[src/hdl/mdf_pkg.sv]
`timescale 1ns / 1ps
// ----------------------------------------------------------------------------
// mdf_pkg
// Types, constants and the control store of the median dead-band filter.
// ----------------------------------------------------------------------------
package mdf_pkg;

  localparam int SAMPLE_W = 12;
  localparam int CHAN_W   = 2;
  localparam int STEP_W   = 3;

  localparam logic [SAMPLE_W-1:0] DEADBAND_RESET = 12'd4;

  typedef logic [STEP_W-1:0] step_t;

  // Program step labels
  localparam step_t ST_IDLE   = 3'd0;
  localparam step_t ST_WRITE  = 3'd1;
  localparam step_t ST_READ   = 3'd2;
  localparam step_t ST_DRAIN  = 3'd3;
  localparam step_t ST_SELECT = 3'd4;
  localparam step_t ST_EMIT   = 3'd5;
  localparam step_t ST_LAST   = ST_EMIT;

  typedef enum logic [2:0] {
    OP_IDLE,
    OP_WRITE,
    OP_READ,
    OP_DRAIN,
    OP_SELECT,
    OP_EMIT
  } op_t;

  typedef enum logic [2:0] {
    C_NEVER,
    C_ALWAYS,
    C_NO_INPUT,
    C_BAD_CHAN,
    C_MORE_READS,
    C_OUT_BUSY
  } cond_t;

  typedef struct packed {
    op_t   op;
    cond_t cond;
    step_t target;
  } ctrl_word_t;

  typedef struct packed {
    logic no_input;
    logic bad_chan;
    logic more_reads;
    logic out_busy;
  } cond_flags_t;

  // Control store: taken jump goes to target, otherwise fall through
  function automatic ctrl_word_t prog_rom(input step_t s);
    ctrl_word_t w;
    unique case (s)
      ST_IDLE:   w = '{op: OP_IDLE,   cond: C_NO_INPUT,   target: ST_IDLE};
      ST_WRITE:  w = '{op: OP_WRITE,  cond: C_BAD_CHAN,   target: ST_EMIT};
      ST_READ:   w = '{op: OP_READ,   cond: C_MORE_READS, target: ST_READ};
      ST_DRAIN:  w = '{op: OP_DRAIN,  cond: C_NEVER,      target: ST_IDLE};
      ST_SELECT: w = '{op: OP_SELECT, cond: C_NEVER,      target: ST_IDLE};
      ST_EMIT:   w = '{op: OP_EMIT,   cond: C_OUT_BUSY,   target: ST_EMIT};
      default:   w = '{op: OP_DRAIN,  cond: C_ALWAYS,     target: ST_IDLE};
    endcase
    return w;
  endfunction

endpackage

[src/hdl/mdf_sequencer.sv]
`timescale 1ns / 1ps
// ----------------------------------------------------------------------------
// mdf_sequencer
// Step counter over the control store, with conditional jumps on datapath
// flags. Presents the control word of the current step.
// ----------------------------------------------------------------------------
module mdf_sequencer
  import mdf_pkg::*;
(
  input  logic        clk,
  input  logic        rst,
  input  cond_flags_t flags,
  output ctrl_word_t  ctrl
);

  step_t step;
  step_t step_next;
  logic  taken;

  assign ctrl = prog_rom(step);

  always_comb begin
    unique case (ctrl.cond)
      C_NEVER:      taken = 1'b0;
      C_ALWAYS:     taken = 1'b1;
      C_NO_INPUT:   taken = flags.no_input;
      C_BAD_CHAN:   taken = flags.bad_chan;
      C_MORE_READS: taken = flags.more_reads;
      C_OUT_BUSY:   taken = flags.out_busy;
      default:      taken = 1'b1;
    endcase
    if (taken) begin
      step_next = ctrl.target;
    end else if (step == ST_LAST) begin
      step_next = ST_IDLE;
    end else begin
      step_next = step + step_t'(1);
    end
  end

  always_ff @(posedge clk) begin
    if (rst) begin
      step <= ST_IDLE;
    end else begin
      step <= step_next;
    end
  end

endmodule

[src/hdl/median_deadband_filter.sv]
`timescale 1ns / 1ps
// ----------------------------------------------------------------------------
// median_deadband_filter
// Per-channel sliding median of ADC samples followed by a dead band.
// ----------------------------------------------------------------------------
// Usage:
//   Input transfer (in_valid, in_stall, channel, sample) carries one sample.
//   It is written over the oldest entry of that channel's ring, the ring is
//   ranked and the entry at sorted position WINDOW/2 is taken. A change from
//   the channel's held output that is nonzero and below deadband_limit is
//   suppressed and the held output repeated. Channels at or above CHANNELS
//   return 0 and leave all state alone.
//   Output transfer (out_valid, out_stall, channel_out, filtered) gives one
//   result per sample, in order.
//   cfg_valid/cfg_ready/cfg_data writes deadband_limit (reset value 4).
// Timing: the ring is read one entry per cycle through the single memory
//   read port while each entry is ranked against those already read.
// Reset: rings, write positions and held outputs read as zero at once; the
//   ring memory carries one valid flag per entry, so no clearing pass.
// Stall: a result held by out_stall stays in the output register; the
//   next sample is taken meanwhile and waits at its last step.
// ----------------------------------------------------------------------------
module median_deadband_filter
  import mdf_pkg::*;
#(
  parameter int CHANNELS = 4,
  parameter int WINDOW   = 5
) (
  input  logic                clk,
  input  logic                rst,
  input  logic                in_valid,
  output logic                in_stall,
  input  logic [CHAN_W-1:0]   channel,
  input  logic [SAMPLE_W-1:0] sample,
  output logic                out_valid,
  input  logic                out_stall,
  output logic [CHAN_W-1:0]   channel_out,
  output logic [SAMPLE_W-1:0] filtered,
  input  logic                cfg_valid,
  output logic                cfg_ready,
  input  logic [SAMPLE_W-1:0] cfg_data
);

  localparam int DEPTH  = CHANNELS * WINDOW;
  localparam int ADDR_W = (DEPTH > 1) ? $clog2(DEPTH) : 1;
  localparam int CIW    = (CHANNELS > 1) ? $clog2(CHANNELS) : 1;
  localparam int POS_W  = (WINDOW > 1) ? $clog2(WINDOW) : 1;
  localparam int LC_W   = $clog2(WINDOW + 1);
  localparam int MID    = WINDOW / 2;

  ctrl_word_t  ctrl;
  cond_flags_t flags;

  // Latched item
  logic [CHAN_W-1:0]   chan_reg;
  logic [SAMPLE_W-1:0] sample_reg;
  logic                bad;
  logic [ADDR_W-1:0]   base;

  // Per-channel state
  logic [POS_W-1:0]    wr_pos [CHANNELS];
  logic [SAMPLE_W-1:0] held   [CHANNELS];
  logic [SAMPLE_W-1:0] deadband_limit;

  // Ring memory
  logic [SAMPLE_W-1:0] mem [DEPTH];
  logic [DEPTH-1:0]    entry_ok;
  logic [SAMPLE_W-1:0] rd_data;
  logic                rd_ok;
  logic                rd_pend;
  logic [POS_W-1:0]    rd_idx;

  // Ranking lanes
  logic [SAMPLE_W-1:0] lane_val  [WINDOW];
  logic [POS_W-1:0]    lane_rank [WINDOW];
  logic [LC_W-1:0]     lane_cnt;
  logic [SAMPLE_W-1:0] med;

  logic [CIW-1:0]      ch_idx;
  logic [POS_W-1:0]    pos_cur;
  logic [POS_W-1:0]    pos_next;
  logic [ADDR_W-1:0]   wr_addr;
  logic [ADDR_W-1:0]   rd_addr;
  logic [SAMPLE_W-1:0] rd_val;
  logic [POS_W-1:0]    new_rank;
  logic [SAMPLE_W-1:0] med_sel;
  logic [SAMPLE_W-1:0] last;
  logic [SAMPLE_W-1:0] diff;
  logic                hold;
  logic [SAMPLE_W-1:0] result;
  logic                out_free;
  logic                in_take;
  logic                bad_in;

  mdf_sequencer u_seq (
    .clk   (clk),
    .rst   (rst),
    .flags (flags),
    .ctrl  (ctrl)
  );

  assign in_stall  = (ctrl.op != OP_IDLE);
  assign in_take   = in_valid && !in_stall;
  assign cfg_ready = 1'b1;
  assign out_free  = !out_valid || !out_stall;
  assign bad_in    = (5'(channel) >= 5'(CHANNELS));

  assign flags.no_input   = !in_valid;
  assign flags.bad_chan   = bad;
  assign flags.more_reads = (rd_idx != POS_W'(WINDOW - 1));
  assign flags.out_busy   = !out_free;

  assign ch_idx   = CIW'(chan_reg);
  assign pos_cur  = wr_pos[ch_idx];
  assign pos_next = (pos_cur == POS_W'(WINDOW - 1)) ? '0 : pos_cur + POS_W'(1);
  assign wr_addr  = base + ADDR_W'(pos_cur);
  assign rd_addr  = base + ADDR_W'(rd_idx);
  assign rd_val   = rd_ok ? rd_data : '0;

  // Rank of the arriving entry: earlier lanes at or below it
  always_comb begin
    new_rank = '0;
    for (int i = 0; i < WINDOW; i++) begin
      if ((LC_W'(i) < lane_cnt) && (lane_val[i] <= rd_val)) begin
        new_rank = new_rank + POS_W'(1);
      end
    end
  end

  always_comb begin
    med_sel = '0;
    for (int i = 0; i < WINDOW; i++) begin
      if (lane_rank[i] == POS_W'(MID)) begin
        med_sel = med_sel | lane_val[i];
      end
    end
  end

  assign last   = held[ch_idx];
  assign diff   = (med > last) ? (med - last) : (last - med);
  assign hold   = (diff != '0) && (diff < deadband_limit);
  assign result = bad ? '0 : (hold ? last : med);

  // Ring memory: write the new sample first, then stream the ring out
  always_ff @(posedge clk) begin
    if (ctrl.op == OP_WRITE && !bad) begin
      mem[wr_addr] <= sample_reg;
    end
    rd_data <= mem[rd_addr];
  end

  // Control state
  always_ff @(posedge clk) begin
    if (rst) begin
      out_valid      <= 1'b0;
      rd_pend        <= 1'b0;
      lane_cnt       <= '0;
      entry_ok       <= '0;
      deadband_limit <= DEADBAND_RESET;
      for (int c = 0; c < CHANNELS; c++) begin
        wr_pos[c] <= '0;
        held[c]   <= '0;
      end
    end else begin
      if (cfg_valid) begin
        deadband_limit <= cfg_data;
      end
      rd_pend <= (ctrl.op == OP_READ);
      if (ctrl.op == OP_WRITE) begin
        lane_cnt <= '0;
        if (!bad) begin
          entry_ok[wr_addr] <= 1'b1;
          wr_pos[ch_idx]    <= pos_next;
        end
      end else if (rd_pend) begin
        lane_cnt <= lane_cnt + LC_W'(1);
      end
      if (ctrl.op == OP_EMIT && out_free) begin
        out_valid <= 1'b1;
        if (!bad && !hold) begin
          held[ch_idx] <= med;
        end
      end else if (!out_stall) begin
        out_valid <= 1'b0;
      end
    end
  end

  // Datapath payload
  always_ff @(posedge clk) begin
    if (in_take) begin
      chan_reg   <= channel;
      sample_reg <= sample;
      bad        <= bad_in;
      base       <= ADDR_W'(CIW'(channel) * WINDOW);
    end
    if (ctrl.op == OP_WRITE) begin
      rd_idx <= '0;
    end else if (ctrl.op == OP_READ) begin
      rd_idx <= rd_idx + POS_W'(1);
      rd_ok  <= entry_ok[rd_addr];
    end
    // Rank the arriving entry against those already held
    if (rd_pend) begin
      for (int i = 0; i < WINDOW; i++) begin
        if ((LC_W'(i) < lane_cnt) && (lane_val[i] > rd_val)) begin
          lane_rank[i] <= lane_rank[i] + POS_W'(1);
        end
        if (LC_W'(i) == lane_cnt) begin
          lane_val[i]  <= rd_val;
          lane_rank[i] <= new_rank;
        end
      end
    end
    if (ctrl.op == OP_SELECT) begin
      med <= med_sel;
    end
    if (ctrl.op == OP_EMIT && out_free) begin
      channel_out <= chan_reg;
      filtered    <= result;
    end
  end

endmodule

[config.mk]
export PLATFORM = sky130hd
export DESIGN_NAME = median_deadband_filter
export DESIGN_NICKNAME = d
export VERILOG_FILES = /design/src/hdl/mdf_pkg.sv /design/src/hdl/mdf_sequencer.sv /design/src/hdl/median_deadband_filter.sv
export SDC_FILE = /design/constraint.sdc
export NUM_CORES = 1
export LEC_CHECK = 0
export ABC_AREA = 1
export BUFFER_PORTS_ARGS = -buffer_cell sky130_fd_sc_hd__buf_2
export CAP_MARGIN = 30
export CELL_PAD_IN_SITES_DETAIL_PLACEMENT = 0
export CELL_PAD_IN_SITES_GLOBAL_PLACEMENT = 1
export CORE_MARGIN = 3
export CORE_UTILIZATION = 43
export CTS_BUF_LIST = sky130_fd_sc_hd__clkbuf_8
export DETAILED_ROUTE_END_ITERATION = 10
export PLACE_DENSITY_LB_ADDON = 0.1
export RECOVER_POWER = 50
export SKIP_LAST_GASP = 1
export SLEW_MARGIN = 40
export SYNTH_ARGS = -nofsm -noshare
export SYNTH_HDL_FRONTEND = slang
export SYNTH_HIERARCHICAL = 1
export SYNTH_SLANG_ARGS = --single-unit
[constraint.sdc]
create_clock -name clk -period 12.32 [get_ports clk]
set_input_delay 3.696 -clock clk [delete_from_list [all_inputs] [get_ports clk]]
set_output_delay 3.696 -clock clk [all_outputs]
set_load 0.02 [all_outputs]
**Word-level counts from Yosys, hierarchy flattened**

Memory sizes are Yosys's and may differ from the RTL's. A register that Yosys moved wholly into a read port is not among the register bits.
Cells that the tools add are included.

- Input bits: 31
- Output and inout bits: 17
- Logic and storage cells: 216
- Register bits after elaboration: 89
- RAM bits: 375
- Memories kept: 5

Memories:

| memory | depth | bits a word | rd ports | clocked after Yosys merged registers in | write ports | line | text |
|---|---|---|---|---|---|---|---|
| mem | 20 | 12 | 1 | 1 | 1 | median_deadband_filter.sv:66 | `logic [SAMPLE_W-1:0] mem [DEPTH];` |
| lane_val | 5 | 12 | 5 | 0 | 1 | median_deadband_filter.sv:74 | `logic [SAMPLE_W-1:0] lane_val [WINDOW];` |
| held | 4 | 12 | 1 | 1 | 4 | median_deadband_filter.sv:62 | `logic [SAMPLE_W-1:0] held [CHANNELS];` |
| lane_rank | 5 | 3 | 5 | 0 | 5 | median_deadband_filter.sv:75 | `logic [POS_W-1:0] lane_rank [WINDOW];` |
| wr_pos | 4 | 3 | 1 | 1 | 4 | median_deadband_filter.sv:61 | `logic [POS_W-1:0] wr_pos [CHANNELS];` |

- Bitwise operators: 11
- Add/subtract/negate cells: 17
- Reduce and logical (&&, ||, !) cells: 34
- Mux-type cells: 89
- Multiply operators: 1
- $lt $le $gt $ge: 20
- Equality and inequality tests: 25

Operator list:

| kind | count |
|---|---|
| $mux W12 | 13 |
| $gt A12 B12 Y1 | 6 |
| $le A12 B12 Y1 | 5 |
| $reduce_or A12 Y1 | 5 |
| $pmux W9 S6 | 1 |
| $mux W1 | 51 |
| $mux W3 | 17 |
| $or A12 B12 Y12 | 4 |
| $add A3 B1 Y3 const B | 13 |
| $eq A3 B2 Y1 const B | 10 |
| $sub A12 B12 Y12 | 2 |
| $eq A3 B3 Y1 const B | 7 |
| $or A20 B20 Y20 | 1 |
| $logic_and A1 B1 Y1 | 14 |
| $lt A12 B12 Y1 | 1 |
| $lt A5 B6 Y1 const B | 2 |
| $reduce_bool A12 Y1 | 1 |
| $add A5 B3 Y5 | 2 |
| $logic_not A3 Y1 | 3 |
| $mux W2 | 4 |
| $eq A2 B3 Y1 const A | 2 |
| $eq A3 B1 Y1 const B | 2 |
| $lt A1 B3 Y1 const A | 2 |
| $lt A2 B3 Y1 const A | 2 |
| other kinds (18) | 27 |

**Longest topological paths before layout**

Gate-level depths: netlist (run 1).

- Word-level depth: 13
- Gate-level depth with buffers: 28
- Depth with buffers taken out: 27

**Modules after synthesis**

The synthesis (run 1) kept the hierarchy.

Modules (own cells, without submodules):

| module | area an instance (um^2) | cells an instance | sequential area each (um^2) | times used |
|---|---|---|---|---|
| median_deadband_filter | 22,241.3 | 2,115 | 13,573.0 | 1 |
| mdf_sequencer | 280.3 | 43 | 60.1 | 1 |

**Least setup slack after synthesis (run 1)**

Ideal clock, no wire load.

- Path kind: input port to flip-flop
- Start point: input out_stall
- End point: memory held[0][0] (enable)
- Setup slack: 6.030 ns
- Buffers on the path: 0
- Setup time: 0.398 ns
- Stages: 5
- Required time: 11.922 ns
- Arrival time: 5.893 ns
- Path through: nand2_1 > inv_1 > nor2_1 > nand4_4 > o21ai_0

RTL lines:

| item | line | text |
|---|---|---|
| start, declared | median_deadband_filter.sv:36 | `input logic out_stall,` |
| end, declared | median_deadband_filter.sv:62 |  |

==> results.cfg, run 1 <==
[synthesis]
avgSynthCellArea_um2 = 10.4
syn-num-nets = 2311
yosysWarnings = 6
postSynthCellCount = 2154
synth_area_um2 = 22500

[grt]
grt_start_max_net_pins = 72
grt.overflow.total = 0
grt_pass1_vias = 15400
antenna_found_initial = 1
grt_pass1_wl_mm = 91.7
track_usage_pct = 21.4

[timing]
tightest_slew_ps = 1610
period_needed_ps = 6290
fin_crit_sh_pct = 51.1
fmax_ghz = 0.159
hold_viol_final = 0
finalSetupTns_ps = 0
slew_violations = 54
slew_headroom_pct = -8.20
skew_ps = 32.7
setup_viol = 0
setup_slack_ps = 6030
rsz0062_at_grt = no

[floorplan]
die_x_um = 235
die-area_um2 = 55100
fp.coreArea_um2 = 51500
start_util_pct = 43.7
fp.dieH_um = 235
io_pins = 48
rows = 83

[worst_setup_path]
worstSetupStartpointType = flip-flop
cpLargestDelayFamily = compound AO/OA/AOI/OAI gates
path_cells = clkinv_1 -> a32oi_1 -> inv_1 -> fa_1 -> nand3_1 -> nand3_1 -> nand3_1 -> nand3_2 -> nand2_2 -> nand2_1 -> o21ai_0 -> inv_1 -> ha_1 -> nand2_1 -> o21ai_0 -> a21oi_1 -> o21ai_0 -> a21boi_0 -> nand2_4 -> nand4_4 -> o21ai_0 -> buf_4
worst-path-max-fanout = 29
ff2ff_path_depth = 22
arrival_ps = 6660
crit_buf_inv = 4
critPathCaptureType = flip-flop
path_depth = 22
worst_path_max_delay_cell = o21ai_0
cpPeakStageDelay_ps = 780
cp.required_ps = 12680
path_class = flip-flop to flip-flop
crit_top_cell = o21ai_0

[clocking]
clock_sinks = 473
ctsHoldBuffers = 0
cts.repair.resized = 0
htreeDepth = 3
cts_root_buf = clkbuf_8
max-clock-path-buffers = 3
clk_latency_ps = 670
cts_tree = built
cts_made_buffers = 81
postCtsSetupBuffers = 0
path_clk_slew_ps = 60

[status]
outcome = finished with violations
violations = max-capacitance violations, max-slew violations

[finish]
fin_area_um2 = 25000
layout.nets = 2380
top_regs = mem x240, lane_val x60, held x48
multi_input_area_um2 = 7840
largest_reg_flops = 240
final_util_pct = 48.5
regArea_um2 = 13600
fillers = 4817
antenna_cells = 0
largest_register = mem
synthToLayoutAreaGrowth_pct = 11.0
drive_gt1_share_pct = 9.98

[routing]
firstDrtPassIters = 5
drtIter0Drc = 1146
avgViaCountPerCell = 5.34
avgRoutedWirePerCell_um = 20.0
drtAntennaViolNets = 0
routed-via-count = 15800
drc_errors = 0
drt_wl_total_mm = 59.4

[power]
power.density_nw_per_um2 = 272
clockPowerShare_pct = 19.6
ir_drop_mv = 0.164
power_frac_comb_pct = 47.0
intPower_mw = 3.71
leakagePower_nw = 9.69
p_switching_mw = 3.08
seq_power_share_pct = 33.4
p_sw_share_pct = 45.4

[job]
cap_violations = 3

[worst_hold_path]
min_path_type = flip-flop to flip-flop
min_path_cells = 1

[place]
dp_hpwl_mm = 39.6
pre_cts_slack_ps = 5630
globalplace.congestion = 0.855
portBuffers = 46
place_area_um2 = 23600
cell usage in the layout (no fill, tap or decap), types with 3 or more instances in the layout:
cell	instances
a21oi_1	96
a221oi_1	4
a32o_1	11
a32oi_1	13
buf_2	43
buf_4	17
clkbuf_1	17
clkbuf_8	85
clkinv_1	16
clkinv_2	11
dfxtp_1	56
edfxtp_1	416
fa_1	3
ha_1	121
inv_1	217
inv_2	7
inv_8	3
nand2_1	383
nand3_1	136
nand3_2	5
nand3b_1	4
nand4_1	14
nor2_1	227
nor2_2	5
nor2_4	11
nor3_1	20
nor3_2	20
o211ai_1	6
o21a_1	19
o21ai_0	183
o22ai_1	61
or2_2	3
xnor2_1	4
xor2_1	15
worst reg2reg max path, delay by kind of cell (launching register included):
family	cells	cell delay (ps)
fa+ha+maj	2	780
flops	1	340
simple gates	9	1640
compound gates	7	2140
buf+inv	4	1110
power groups by stage:
stage	logic (mW)	registers [mW]	clock network, mW
4_1_cts	3.21	2.29	1.37
3_5_place_dp	3.20	2.32	0
5_1_grt	3.61	2.30	1.44
2_1_floorplan	2.22	2.23	0
6_report	3.19	2.27	1.33
3_3_place_gp	3.14	2.31	0
per-layer routing:
metal  track usage (%)  routed length, um  vias up
met3              3.27               2990       72
met5                 0                 20        -
met1              30.6              27900     7649
li1                  -                  -     7678
met2              33.9              27300      437
met4              6.29               1160        2
layout make-up:
class	instances	share of cell area, %
clock buffer	85	4.69
tap	680	3.41
inverter	200	3.03
timing repair buffer	77	1.63
sequential	473	54.6
multi-input combinational	1390	31.4
clock inverter	60	1.25
final timing paths:
check / start / endpoint / slack, ps
setup / recovery: flip-flop / held[2][5] / 6030
hold / removal: entry_ok[14] / entry_ok[14] / 460
setup reg to reg: flip-flop / held[2][5] / 6030
hold reg to reg: entry_ok[14] / entry_ok[14] / 460
metrics by stage:
step | cells | hold slack, ps | power [mW]
2_1_floorplan | 2154 | 435 | 4.45
3_3_place_gp | 2815 | 441 | 5.46
3_5_place_dp | 2817 | 448 | 5.52
4_1_cts | 2962 | 461 | 6.87
5_1_grt | 2965 | 473 | 7.34
6_report | 2965 | 457 | 6.79
Power figures use the tool's default switching activity.
==> run 2: changes to the inputs <==
==> constraint.sdc (replaced) <==
create_clock -name clk -period 6.3 [get_ports clk]
set_input_delay 1.89 -clock clk [delete_from_list [all_inputs] [get_ports clk]]
set_output_delay 1.89 -clock clk [all_outputs]
set_load 0.02 [all_outputs]
==> run 2 against run 1 <==
Effect of this change:
- the flow still finishes with violations (max-capacitance violations, max-slew violations)
- largest cell class unchanged
- clock power increased by 86%
- fmax increased by 14%
- clock-buffer cell count decreased by 1
- register-to-register slack got worse by 5300 ps
- critical path depth increased by 1
- highest routed layer is now met4
==> results.cfg, run 2 (synthesis gave the netlist of run 1 again) <==
[finish]
largest_register = mem
fillers = 4836
layout_commonest_cell = edfxtp_1
top_regs = mem x240, lane_val x60, held x48
largest_reg_flops = 240
drive_gt1_share_pct = 9.85
layout_common_cells = 416 x edfxtp_1, 383 x nand2_1, 228 x nor2_1
layout.nets = 2380
synthToLayoutAreaGrowth_pct = 10.8
antenna_cells = 0

[worst_hold_path]
min_path_cells = 1
min_to = entry_ok[9]
min_path_type = flip-flop to flip-flop
min_from = entry_ok[9]

[clocking]
clk_latency_ps = 650
cts.repair.resized = 0
ctsHoldBuffers = 0
htreeDepth = 3
cts_root_buf = clkbuf_8
cts_made_buffers = 81
clock_sinks = 473
max-clock-path-buffers = 3
cts_tree = built
path_clk_slew_ps = 60
postCtsSetupBuffers = 0

[grt]
track_usage_pct = 21.2
grt.overflow.total = 0
grt_start_max_net_pins = 72
antenna_found_initial = 0
grt_pass1_vias = 15600
grt_pass1_wl_mm = 91.0

[routing]
firstDrtPassIters = 6
drt_wl_total_mm = 59.0
drc_errors = 0
avgRoutedWirePerCell_um = 19.9
drtIter0Drc = 1220
avgViaCountPerCell = 5.34
highest_layer = met4
drtAntennaViolNets = 0
routed-via-count = 15800
met1Wirelength_mm = 27.9
wl_met2_mm = 26.5
met3_length_mm = 3.40

[floorplan]
fp.coreArea_um2 = 51500
die_x_um = 235
die-area_um2 = 55100
start_util_pct = 43.7
fp.dieH_um = 235
io_pins = 48
rows = 83

[worst_setup_path]
path_cells = inv_1 -> a21oi_1 -> a32oi_1 -> inv_1 -> fa_1 -> nand3_1 -> nand3_1 -> nand3_1 -> nand3_2 -> nand2_2 -> nand2_1 -> nand2_1 -> inv_1 -> ha_1 -> inv_1 -> o31ai_1 -> a21oi_1 -> o21ai_0 -> a21boi_0 -> nand2_4 -> nand4_4 -> o21ai_0 -> buf_4
crit_buf_inv = 5
worstSetupStartpointType = flip-flop
cp.required_ps = 6640
r2r-end = held[2][7]
cpPeakStageDelay_ps = 580
worst-path-max-fanout = 29
path_class = flip-flop to flip-flop
cpLargestDelayFamily = simple AND/OR/NAND/NOR gates
ff2ff_path_depth = 23
crit_top_cell = inv_1
arrival_ps = 5860
rrSetupSlack_ps = 770
worst_path_max_delay_cell = inv_1
critPathCaptureType = flip-flop

[timing]
slew_violations = 67
slew_headroom_pct = -34.4
skew_ps = 23.7
rsz0062_at_grt = no
fmax_ghz = 0.181
setup_viol = 0
hold_viol_final = 0
fin_crit_sh_pct = 87.8
tightest_slew_ps = 2010
setup_slack_ps = 771
finalSetupTns_ps = 0
period_needed_ps = 5530

[status]
violations = max-capacitance violations, max-slew violations
outcome = finished with violations

[place]
dp_hpwl_mm = 39.6
globalplace.congestion = 0.847
pre_cts_slack_ps = 765
portBuffers = 46

[power]
power.density_nw_per_um2 = 529
ir_drop_mv = 0.356
leakagePower_nw = 9.69

[job]
cap_violations = 4
-- run 2: cell count changes in the layout (fill, tap and decap cells not counted), moves of 2 or more --
cell	delta
inv_6	+2
clkinv_1	+4
clkbuf_1	-8
inv_8	-2
buf_4	+7
inv_1	+5
clkinv_2	-5
-- run 2: how the worst max path moves through the flow --
stage,to,slack (ps),cells after the start
final,held[2][7],770,23
after global routing,held[0][6],30,23
after CTS,held[2][5],740,23
after detailed placement,held[2][9],760,23
after global placement,held[2][9],910,23
after floorplan,held[0][0],1120,25
-- run 2: power breakdown --
group | total [mW] | switching (mW) | internal [mW]
Sequential | 4.43 | 0.299 | 4.13
Combinational | 6.28 | 4.45 | 1.84
Clock | 2.48 | 1.24 | 1.24
Total | 13.2 | 5.98 | 7.20
-- run 2: worst register-to-register path: stages (launching register included) --
cell and delay [ps]:
dfxtp_1 310, inv_1 580, a21oi_1 90, a32oi_1 360
inv_1 150, fa_1 490, nand3_1 110, nand3_1 140
nand3_1 120, nand3_2 100, nand2_2 230, nand2_1 90
nand2_1 80, inv_1 40, ha_1 290, inv_1 50
o31ai_1 250, a21oi_1 60, o21ai_0 170, a21boi_0 170
nand2_4 290, nand4_4 470, o21ai_0 330, buf_4 250
-- run 2: per-layer routing --
| metal | track usage (%) | vias up |
|---|---|---|
| met4 | 6.44 | 0 |
| met2 | 33.0 | 423 |
| met5 | 0 | - |
| met3 | 3.56 | 91 |
| met1 | 30.6 | 7642 |
| li1 | - | 7687 |
-- run 2: per-stage QoR --
step / total power, mW / hold WS [ps] / util, % / std cells / instance area (um^2)
floorplan: 8.70 / 435 / - / 2154 / 22500
global placement: 10.7 / 441 / 45.6 / 2817 / 23500
detailed placement: 10.8 / 450 / 45.8 / 2818 / 23600
CTS: 13.3 / 464 / 48.5 / 2963 / 25000
global route: 14.3 / 476 / 48.4 / 2965 / 24900
finish: 13.2 / 463 / 48.4 / 2965 / 24900
-- run 2: final cells by class --
type / count / area (um^2) / area share [%]
sequential: 473 / 13600 / 54.7
multi-input combinational: 1390 / 7840 / 31.4
clock buffer: 84 / 1160 / 4.64
tap: 680 / 851 / 3.41
inverter: 200 / 756 / 3.03
timing repair buffer: 77 / 434 / 1.74
clock inverter: 61 / 267 / 1.07
==> run 3: changes to the inputs <==
--- a/config.mk
+++ b/config.mk
@@ -11,7 +11,7 @@
 export CELL_PAD_IN_SITES_DETAIL_PLACEMENT = 0
 export CELL_PAD_IN_SITES_GLOBAL_PLACEMENT = 1
 export CORE_MARGIN = 3
-export CORE_UTILIZATION = 43
+export CORE_UTILIZATION = 52
 export CTS_BUF_LIST = sky130_fd_sc_hd__clkbuf_8
 export DETAILED_ROUTE_END_ITERATION = 10
 export PLACE_DENSITY_LB_ADDON = 0.1
==> run 3 against run 2 <==
Effect of this change:
- the flow still finishes with violations (max-capacitance violations, max-slew violations)
- routed wire length decreased by 5.3%
- clock power is 2% higher
- clock-buffer cell count fell by 2
- sequential share of layout area grew 0.22 points
- cell count decreased by 3.8%
- via count grew 0.27%
- design area is 0.40% lower
- critical path type unchanged
- largest cell class unchanged
==> results.cfg, run 3 (synthesis gave the netlist of run 1 again) <==
[status]
outcome = finished with violations
violations = max-capacitance violations, max-slew violations

[grt]
grt_pass1_wl_mm = 86.8
grt.overflow.total = 0
track_usage_pct = 24.3
antenna_found_initial = 1
grt_pass1_vias = 15400
grt_start_max_net_pins = 77

[clocking]
cts_made_buffers = 80
ctsHoldBuffers = 0
clk_latency_ps = 650
htreeDepth = 3
clock_sinks = 473
cts_root_buf = clkbuf_8
path_clk_slew_ps = 60
max-clock-path-buffers = 3
cts_tree = built

[finish]
top_regs = mem x240, lane_val x60, held x48
fillers = 3599
fin_area_um2 = 24800
layout_commonest_cell = edfxtp_1
final_cells = 2852
antenna_cells = 0
final_util_pct = 58.7
synthToLayoutAreaGrowth_pct = 10.4
largest_reg_flops = 240
drive_gt1_share_pct = 9.67
layout.nets = 2370
largest_register = mem
layout_common_cells = 416 x edfxtp_1, 383 x nand2_1, 219 x nor2_1

[timing]
fmax_ghz = 0.180
finalSetupTns_ps = 0
period_needed_ps = 5550
holdWs_ps = 457
skew_ps = 28.4
setup_viol = 0
setup_slack_ps = 747
hold_viol_final = 0
slew_violations = 77
tightest_slew_ps = 1790
fin_crit_sh_pct = 88.1
slew_headroom_pct = -19.5
rsz0062_at_grt = no

[place]
globalplace.congestion = 0.856
dp_hpwl_mm = 36.5
pre_cts_slack_ps = 680
place_area_um2 = 23400
dp.cells = 2708
portBuffers = 46

[power]
ir_drop_mv = 0.384
leakagePower_nw = 9.62
finalPower_mw = 13.2
p_switching_mw = 5.90
power.density_nw_per_um2 = 530
seq_power_share_pct = 33.7
intPower_mw = 7.26
p_sw_share_pct = 44.8
clockPowerShare_pct = 19.3
power_frac_comb_pct = 47.0

[routing]
drt_wl_total_mm = 55.9
drtIter0Drc = 1453
routed-via-count = 15900
avgRoutedWirePerCell_um = 19.6
avgViaCountPerCell = 5.57
firstDrtPassIters = 5
drc_errors = 0
drtAntennaViolNets = 0

[worst_setup_path]
arrival_ps = 5880
worst-path-max-fanout = 29
cp.required_ps = 6630
path_class = flip-flop to flip-flop
critPathCaptureType = flip-flop
worstSetupStartpointType = flip-flop

[floorplan]
io_pins = 48
die-area_um2 = 45800
rows = 75
fp.coreArea_um2 = 42300
die_x_um = 214
start_util_pct = 53.2
fp.dieH_um = 214

[job]
cap_violations = 3

[worst_hold_path]
min_path_type = flip-flop to flip-flop
==> run 3: layout make-up <==
cell class | count | area (um^2) | share of cell area [%]
multi-input combinational | 1390 | 7910 | 31.8
sequential | 473 | 13600 | 54.9
clock buffer | 82 | 1130 | 4.54
tap | 577 | 722 | 2.91
clock inverter | 62 | 334 | 1.35
timing repair buffer | 68 | 355 | 1.43
inverter | 200 | 756 | 3.04
==> run 3: worst max-delay path, cell delays in order, from the launching register on <==
cell	delay [ps]
dfxtp_1	380
clkinvlp_4	410
a32oi_1	530
inv_1	160
fa_1	490
nand3_1	100
nand3_1	130
nand3_1	120
nand3_2	100
nand2_2	240
nand2_1	70
o21ai_0	100
inv_1	70
ha_1	290
nand2_1	50
o21ai_0	210
a21oi_1	90
o21ai_0	150
a21boi_0	160
nand2_4	290
nand4_4	470
o21ai_0	370
buf_4	250
==> run 3: timing repair <==
item / CTS / global route
endpoints found under the hold margin: 0 / 0
setup endpoints to repair: 0 / 11
resized for setup: 0 / 1
buffers inserted: 0 / 0
==> run 3: per-layer routing <==
layer	vias up	track usage [%]	wire length, um
met5	-	0	20
met4	2	8.37	1450
met3	101	4.04	3840
met2	575	37.7	25200
met1	7547	34.9	25400
li1	7660	-	-
==> run 3: worst paths after layout <==
path	startpoint	end	slack [ps]	cells after the start
max	flip-flop	held[2][0]	750	22
min	entry_ok[11]	entry_ok[11]	460	1
max reg2reg	flip-flop	held[2][0]	750	22
min reg2reg	entry_ok[11]	entry_ok[11]	460	1
==> run 3: power by group through the flow <==
stage                     clock, mW  combinational, mW  sequential, mW
final                          2.54               6.18            4.43
after global routing           2.74               6.96            4.48
after CTS                      2.58               6.21            4.43
after detailed placement          0               6.18            4.49
after global placement            0               6.01            4.48
after floorplan                   0               4.34            4.36
